===== src/lfs_pkg.sv =====
// Shared types and constants of the LED frame store and scan-out block.
package lfs_pkg;

   // Request function codes as they arrive on the input channel
   localparam logic [2:0] FUNC_SET  = 3'd0;
   localparam logic [2:0] FUNC_READ = 3'd1;
   localparam logic [2:0] FUNC_RECT = 3'd2;
   localparam logic [2:0] FUNC_FILL = 3'd3;
   localparam logic [2:0] FUNC_SCAN = 3'd4;

   // Widths that cover the largest supported frame (16 rows by 128 columns)
   localparam int MAX_ADDR_W = 11;
   localparam int COL_W      = 8;
   localparam int ROW_W      = 5;

   // Current sources per driver chip, one scan beat each
   localparam int           SOURCES     = 16;
   localparam int           SRC_W       = 4;
   localparam logic [3:0]   LAST_SOURCE = 4'd15;

   localparam logic [7:0]   GAIN_RESET  = 8'd128;

   localparam int QUEUE_DEPTH = 2;
   localparam int QUEUE_PTR_W = 1;
   localparam int QUEUE_CNT_W = 2;

   // Operation as classified by the front end
   typedef enum logic [2:0] {
      OP_NOP,
      OP_SET,
      OP_SET_FAIL,
      OP_READ,
      OP_RECT,
      OP_FILL,
      OP_SCAN
   } op_type;

   // Back-end sequencer states
   typedef enum logic [2:0] {
      S_CLEAR,
      S_IDLE,
      S_ONE,
      S_FILL,
      S_RECT,
      S_SCAN
   } state_type;

   // Classified command passed through the queue
   typedef struct packed {
      op_type                  op;
      logic [MAX_ADDR_W-1:0]   addr;
      logic [COL_W-1:0]        x_start;
      logic [COL_W-1:0]        x_end;
      logic [ROW_W-1:0]        y_start;
      logic [ROW_W-1:0]        y_end;
      logic [7:0]              value;
      logic [SRC_W-1:0]        line;
      logic                    on_frame;
   } cmd_type;

   // Back-end control toward the queue
   typedef struct packed {
      logic pop;
      logic clearing;
   } queue_ctl_type;

endpackage


===== src/lfs_back.sv =====
// Back end: frame memory, fill walker, scan-out scaling and result register.
module lfs_back #(
   parameter int ROWS    = 12,
   parameter int COLUMNS = 42
) (
   input  logic                   clock,
   input  logic                   reset,
   input  logic [7:0]             gain,
   input  logic                   q_valid,
   input  lfs_pkg::cmd_type       q_cmd,
   output lfs_pkg::queue_ctl_type ctl,
   output logic                   rsp_valid,
   input  logic                   rsp_ready,
   output logic [7:0]             rsp_data,
   output logic [7:0]             rsp_pwm_index,
   output logic                   rsp_ok,
   output logic [31:0]            rsp_error_count,
   output logic                   rsp_last
);

   localparam int         DEPTH     = ROWS * COLUMNS;
   localparam int         AW        = (DEPTH > 1) ? $clog2(DEPTH) : 1;
   localparam logic [AW-1:0] LAST_ADDR = AW'(DEPTH - 1);
   localparam logic [AW-1:0] ROW_STEP  = AW'(COLUMNS);

   logic [7:0]                  mem [DEPTH];
   logic [7:0]                  rdata_ff;
   logic                        mem_we;
   logic [AW-1:0]               mem_waddr;
   logic [7:0]                  mem_wdata;

   lfs_pkg::state_type          state_ff, state_in;
   lfs_pkg::cmd_type            cmd_ff, cmd_in;
   logic [AW-1:0]               addr_ff, addr_in;
   logic [AW-1:0]               row_addr_ff, row_addr_in;
   logic [lfs_pkg::COL_W-1:0]   col_ff, col_in;
   logic [lfs_pkg::ROW_W-1:0]   row_ff, row_in;
   logic [lfs_pkg::SRC_W-1:0]   src_ff, src_in;
   logic [31:0]                 fail_ff, fail_in;

   logic                        rsp_valid_ff, rsp_valid_in;
   logic [7:0]                  rsp_data_ff, rsp_data_in;
   logic [7:0]                  rsp_pwm_index_ff, rsp_pwm_index_in;
   logic                        rsp_ok_ff, rsp_ok_in;
   logic [31:0]                 rsp_error_count_ff, rsp_error_count_in;
   logic                        rsp_last_ff, rsp_last_in;

   logic                        out_free;
   logic [15:0]                 product;
   logic [16:0]                 quot_sum;
   logic [7:0]                  scaled;
   logic                        src_dark;

   // Scale by gain/255: (p + p/256 + 1)/256 is exact over 16-bit products
   assign product  = 16'(rdata_ff) * 16'(gain);
   assign quot_sum = 17'(product) + 17'(product[15:8]) + 17'd1;
   assign scaled   = quot_sum[15:8];
   assign src_dark = !cmd_ff.on_frame || (int'(src_ff) >= ROWS);

   assign out_free = !rsp_valid_ff || rsp_ready;

   // Sequencer
   always_comb begin
      state_in           = state_ff;
      cmd_in             = cmd_ff;
      addr_in            = addr_ff;
      row_addr_in        = row_addr_ff;
      col_in             = col_ff;
      row_in             = row_ff;
      src_in             = src_ff;
      fail_in            = fail_ff;
      mem_we             = 1'b0;
      mem_waddr          = addr_ff;
      mem_wdata          = cmd_ff.value;
      ctl.pop            = 1'b0;
      ctl.clearing       = (state_ff == lfs_pkg::S_CLEAR);
      rsp_valid_in       = rsp_valid_ff && !rsp_ready;
      rsp_data_in        = rsp_data_ff;
      rsp_pwm_index_in   = rsp_pwm_index_ff;
      rsp_ok_in          = rsp_ok_ff;
      rsp_error_count_in = rsp_error_count_ff;
      rsp_last_in        = rsp_last_ff;

      unique case (state_ff)
         lfs_pkg::S_CLEAR: begin
            // Zero the frame one entry per cycle after reset
            mem_we    = 1'b1;
            mem_wdata = 8'd0;
            if (addr_ff == LAST_ADDR) begin
               addr_in  = '0;
               state_in = lfs_pkg::S_IDLE;
            end else begin
               addr_in = addr_ff + 1'b1;
            end
         end
         lfs_pkg::S_IDLE: begin
            if (q_valid) begin
               ctl.pop     = 1'b1;
               cmd_in      = q_cmd;
               addr_in     = q_cmd.addr[AW-1:0];
               row_addr_in = q_cmd.addr[AW-1:0];
               col_in      = q_cmd.x_start;
               row_in      = q_cmd.y_start;
               src_in      = '0;
               unique case (q_cmd.op)
                  lfs_pkg::OP_SET: begin
                     mem_we    = 1'b1;
                     mem_waddr = q_cmd.addr[AW-1:0];
                     mem_wdata = q_cmd.value;
                     state_in  = lfs_pkg::S_ONE;
                  end
                  lfs_pkg::OP_SET_FAIL: begin
                     fail_in  = fail_ff + 32'd1;
                     state_in = lfs_pkg::S_ONE;
                  end
                  lfs_pkg::OP_RECT: state_in = lfs_pkg::S_RECT;
                  lfs_pkg::OP_FILL: state_in = lfs_pkg::S_FILL;
                  lfs_pkg::OP_SCAN: state_in = lfs_pkg::S_SCAN;
                  default:          state_in = lfs_pkg::S_ONE;
               endcase
            end
         end
         lfs_pkg::S_ONE: begin
            // Emit the single result beat
            if (out_free) begin
               rsp_valid_in       = 1'b1;
               rsp_data_in        = (cmd_ff.op == lfs_pkg::OP_READ) ? rdata_ff : 8'd0;
               rsp_pwm_index_in   = 8'd0;
               rsp_ok_in          = (cmd_ff.op != lfs_pkg::OP_SET_FAIL);
               rsp_error_count_in = fail_ff;
               rsp_last_in        = 1'b1;
               state_in           = lfs_pkg::S_IDLE;
            end
         end
         lfs_pkg::S_FILL: begin
            // Sweep the whole frame
            mem_we = 1'b1;
            if (addr_ff == LAST_ADDR) begin
               state_in = lfs_pkg::S_ONE;
            end else begin
               addr_in = addr_ff + 1'b1;
            end
         end
         lfs_pkg::S_RECT: begin
            // Walk the clipped rectangle row by row
            mem_we = 1'b1;
            if (col_ff == lfs_pkg::COL_W'(cmd_ff.x_end - 1'b1)) begin
               if (row_ff == lfs_pkg::ROW_W'(cmd_ff.y_end - 1'b1)) begin
                  state_in = lfs_pkg::S_ONE;
               end else begin
                  row_in      = row_ff + 1'b1;
                  col_in      = cmd_ff.x_start;
                  row_addr_in = row_addr_ff + ROW_STEP;
                  addr_in     = row_addr_ff + ROW_STEP;
               end
            end else begin
               col_in  = col_ff + 1'b1;
               addr_in = addr_ff + 1'b1;
            end
         end
         lfs_pkg::S_SCAN: begin
            // Emit one PWM beat per source, advancing down the column
            if (out_free) begin
               rsp_valid_in       = 1'b1;
               rsp_data_in        = src_dark ? 8'd0 : scaled;
               rsp_pwm_index_in   = {cmd_ff.line, src_ff};
               rsp_ok_in          = 1'b1;
               rsp_error_count_in = fail_ff;
               rsp_last_in        = (src_ff == lfs_pkg::LAST_SOURCE);
               if (src_ff == lfs_pkg::LAST_SOURCE) begin
                  state_in = lfs_pkg::S_IDLE;
               end else begin
                  src_in = src_ff + 1'b1;
               end
               if (cmd_ff.on_frame && (int'(src_ff) < ROWS - 1)) begin
                  addr_in = addr_ff + ROW_STEP;
               end
            end
         end
         default: begin
            state_in = lfs_pkg::S_IDLE;
         end
      endcase
   end

   always_ff @(posedge clock) begin
      if (reset) begin
         state_ff     <= lfs_pkg::S_CLEAR;
         addr_ff      <= '0;
         fail_ff      <= '0;
         rsp_valid_ff <= 1'b0;
      end else begin
         state_ff     <= state_in;
         addr_ff      <= addr_in;
         fail_ff      <= fail_in;
         rsp_valid_ff <= rsp_valid_in;
      end
   end

   // Hold payload and walk registers
   always_ff @(posedge clock) begin
      cmd_ff             <= cmd_in;
      row_addr_ff        <= row_addr_in;
      col_ff             <= col_in;
      row_ff             <= row_in;
      src_ff             <= src_in;
      rsp_data_ff        <= rsp_data_in;
      rsp_pwm_index_ff   <= rsp_pwm_index_in;
      rsp_ok_ff          <= rsp_ok_in;
      rsp_error_count_ff <= rsp_error_count_in;
      rsp_last_ff        <= rsp_last_in;
   end

   // Frame memory: one write port, one registered read at the next address
   always_ff @(posedge clock) begin
      if (mem_we) begin
         mem[mem_waddr] <= mem_wdata;
      end
      rdata_ff <= mem[addr_in];
   end

   assign rsp_valid       = rsp_valid_ff;
   assign rsp_data        = rsp_data_ff;
   assign rsp_pwm_index   = rsp_pwm_index_ff;
   assign rsp_ok          = rsp_ok_ff;
   assign rsp_error_count = rsp_error_count_ff;
   assign rsp_last        = rsp_last_ff;

endmodule


===== config.mk =====
export PLATFORM = sky130hd
export DESIGN_NAME = lfs_back
export DESIGN_NICKNAME = d
export VERILOG_FILES = /design/src/lfs_pkg.sv /design/src/lfs_back.sv
export SDC_FILE = /design/constraint.sdc
export NUM_CORES = 2
export LEC_CHECK = 0
export BUFFER_PORTS_ARGS = -buffer_cell sky130_fd_sc_hd__buf_2
export CAP_MARGIN = 5
export CORE_UTILIZATION = 50
export CTS_CLUSTER_SIZE = 28
export DETAILED_ROUTE_END_ITERATION = 10
export PLACE_DENSITY = 0.63
export RECOVER_POWER = 50
export SKIP_CTS_REPAIR_TIMING = 1
export SYNTH_ARGS = -nofsm -noshare
export SYNTH_HDL_FRONTEND = slang
export SYNTH_SLANG_ARGS = --single-unit

===== constraint.sdc =====
create_clock -name clock -period 12.78 [get_ports clock]
set_input_delay 1.917 -clock clock [delete_from_list [all_inputs] [get_ports clock]]
set_output_delay 1.917 -clock clock [all_outputs]
set_load 0.02 [all_outputs]

==> results.yml <==
sta:
  rsz0062_at_grt: "false"
  slew_headroom_pct: -204
  final.period_utilization_pct: 79.9
  timing.final.max_slew_violations: 2534
  totalNegativeSetupSlack_ns: 0
  achievable-frequency_mhz: 97.9
  worstMarginPinSlew_ns: 4.56
  finalSetupViolCount: 0
  report.final.hold_viol_count: 0
  finalWorstPathRequiredPeriod_ns: 10.22
  clock_skew_ns: 0.0362
setup_path:
  worst-path-max-fanout: 85
  critical_path.endpoint_type: "flip-flop"
  critical_path_arrival_ns: 10.87
  crit_buf_inv: 5
  worstSetupPathType: "in2reg"
  crit_path_cell_trace: "clkbuf_1 > inv_1 > or4_1 > nor3_1 > clkbuf_1 > a22o_1 > clkbuf_1 > buf_4"
  rr_worst_depth: 20
  required_ns: 13.43
  cp_num_cells: 8
  critical_path_s_top_delay_family: "buffers and inverters"
  critPathLaunchType: "input port"
  rrSetupSlack_ns: 2.87
  critical_r2r_capture: "rdata_ff[2]$_DFF_P_"
  critical_path.max_stage_delay_ns: 3.03
  critPathMostFrequentCell: "sky130_fd_sc_hd__clkbuf_1"
  crit-reg2reg-launch: "state_ff[2]$_SDFFE_PP0P_"
  cpMaxStageDelayCell: "sky130_fd_sc_hd__clkbuf_1"
drt:
  initialDrtViolationCount: 17665
  finalWirelength_mm: 535
  dr_total_vias: 112545
  wire_per_inst_um: 30.1
  remaining_drc_errors: 0
  post_route_antenna_net_violation_count: 0
  drt_pre_antenna_iters: 6
  vias_per_cell: 6.32
hold_path:
  min_from: "fail_ff[31]$_SDFFE_PP0P_"
  worst_hold_path.num_cells: 0
  hold_path.class: "reg2reg"
  min_to: "rsp_error_count[31]$_DFFE_PP_"
finish:
  register_area_um2: 126000
  post-route-util_pct: 55.7
  layout_common_cells: "sky130_fd_sc_hd__edfxtp_1, sky130_fd_sc_hd__nand2_1, sky130_fd_sc_hd__nand3_1, sky130_fd_sc_hd__nor2_1, sky130_fd_sc_hd__clkbuf_16"
  fill_cells: 26994
  multi_input_area_um2: 41800
  layout_commonest_cell: "sky130_fd_sc_hd__edfxtp_1"
  share_of_cells_above_drive_strength_1_pct: 7.71
  flow.area_growth_from_synthesis_pct: 10.7
  fin_nets: 13039
yosys:
  ranking_of_synthesized_cells_by_area: "sky130_fd_sc_hd__edfxtp_1, sky130_fd_sc_hd__nand2_1, sky130_fd_sc_hd__nand3_1"
  dominant_combinational_cell_family_by_area_after_synthesis: "simple AND/OR/NAND/NOR gates"
  yosys.area.top_type_share_pct: 72.7
  netlist_area_um2: 171000
  ys_async_sr_fraction_pct: 0
  synth-warning-count: 0
  post_synth_fa_ha_maj_area_fraction_pct: 0.800
  netlist_instances: 12948
  synth_enable_flop_cells: 4145
  synth_area_per_inst_um2: 13.2
  synth.largest_area_cell: "sky130_fd_sc_hd__edfxtp_1"
  ys.flop_type: "sky130_fd_sc_hd__edfxtp_1"
  seq_area_frac_synth_pct: 73.3
  muxShareOfSynthArea_pct: 2.73
  count_of_distinct_cell_types_in_the_synthesized_netlist: 86
  synth.net_count: 13100
  area_fraction_in_compound_gates_after_synthesis_pct: 5.01
  synth_simple_gate_area_share_pct: 15.2
  postSynthRegisterBits: 4198
  synthXorXnorAreaFrac_pct: 0.440
flow_run:
  cap_viol_max_count: 43
clock_network:
  cts-htree-levels: 5
  worstSkewPairLatency_ns: 0.99
  cts_root_buf: "sky130_fd_sc_hd__clkbuf_16"
  numCtsBuffers: 418
  cts_tree: "built"
  clk_pin_slew_ns: 0.06
  clock_sink_count: 4198
  ctsLongestPathBuffers: 4
grt:
  grt-ovfl-total: 0
  largest_net_degree_at_the_start_of_global_routing: 218
  gr_usage_total_pct: 30.3
  grt_pass1_wl_mm: 757
  grt_pass1_vias: 105134
  grt_antenna_before_repair: 49
run_status:
  violations: "capacitance limit, slew limit"
  status: "finished, violations left"
floorplan:
  start_util_pct: 50.3
  die_height_um: 587
  floorplan.die.width_um: 587
  dieArea_um2: 345000
  std_cell_rows: 214
  core_region_um2: 340000
  top_level_ports: 118
placed_design:
  place_hpwl_mm: 310
  port-buffer-count: 115
  globalplace.congestion: 0.894
==> cell usage after synthesis, types with 53 or more instances <==
| library cell | n |
|---|---|
| sky130_fd_sc_hd__a32oi_1 | 126 |
| sky130_fd_sc_hd__buf_1 | 112 |
| sky130_fd_sc_hd__and2_1 | 62 |
| sky130_fd_sc_hd__a211oi_1 | 54 |
| sky130_fd_sc_hd__nand3_1 | 1357 |
| sky130_fd_sc_hd__edfxtp_1 | 4145 |
| sky130_fd_sc_hd__o21ai_0 | 131 |
| sky130_fd_sc_hd__nor3_1 | 58 |
| sky130_fd_sc_hd__mux4_2 | 97 |
| sky130_fd_sc_hd__nand2_1 | 3458 |
| sky130_fd_sc_hd__buf_2 | 404 |
| sky130_fd_sc_hd__inv_1 | 102 |
| sky130_fd_sc_hd__nand4_1 | 99 |
| sky130_fd_sc_hd__dfxtp_1 | 53 |
| sky130_fd_sc_hd__a21oi_1 | 192 |
| sky130_fd_sc_hd__mux2i_1 | 241 |
| sky130_fd_sc_hd__a311oi_1 | 134 |
| sky130_fd_sc_hd__nor2_1 | 678 |
| sky130_fd_sc_hd__a31oi_1 | 283 |
| sky130_fd_sc_hd__clkbuf_1 | 266 |
| sky130_fd_sc_hd__and3_1 | 243 |
==> registers in the layout, indices dropped and copies added, names as in the netlist <==
name	flops
rsp_pwm_index	8
cmd_ff	37
mem	4032
col_ff	8
rsp_data	8
state_ff	3
row_ff	5
rsp_error_count	32
rsp_valid	1
fail_ff	32
src_ff	4
rdata_ff	8
rsp_ok	1
addr_ff	9
row_addr_ff	9
rsp_last	1
==> per-stage QoR <==
stage          area, µm²  std cells  setup slack (ns)  hold WS [ns]
3_5_place_dp      176000      17003              3.76         0.438
3_3_place_gp      176000      17003              3.80         0.444
4_1_cts           190000      17773              4.23         0.453
5_1_grt           189000      17774              2.16         0.457
6_report          189000      17794              2.56         0.453
2_1_floorplan     171000      12948              1.04         0.429
==> kinds of logic (layout without fill, tap and decap cells) <==
group,Yosys count,count (layout)
buf+inv,941,1230
simple gates,6073,6073
flops,4198,4198
other cells,0,21
xor+xnor,86,86
fa+ha+maj,88,88
compound gates,1218,1218
mux,344,344
==> cell type report <==
type	count	area share, %
tap	4536	3.00
clock buffer	519	5.86
inverter	104	0.206
sequential	4198	66.3
clock inverter	251	1.18
multi-input combinational	7809	22.1
timing repair buffer	356	1.38
antenna	21	0.0277
==> per-layer routing <==
metal	GRT usage [%]	wire, µm
met5	0	203
met4	14.9	29200
met3	7.26	66900
met2	45.8	239000
met1	41.5	200000
==> how the worst max path moves through the flow <==
stage                                       end                  from
after floorplan             mem[0][0]$_DFFE_PP_               q_valid
after global placement      rdata_ff[0]$_DFF_P_               q_valid
after detailed placement    rdata_ff[0]$_DFF_P_               q_valid
after CTS                   rdata_ff[0]$_DFF_P_  cmd_ff[23]$_DFFE_PP_
after global routing       mem[90][1]$_DFFE_PP_             q_cmd[50]
final                     mem[300][4]$_DFFE_PP_             q_cmd[50]
Power is not shown: default switching activity piles up to over one toggle a cycle in this logic, so the estimate is an artifact.
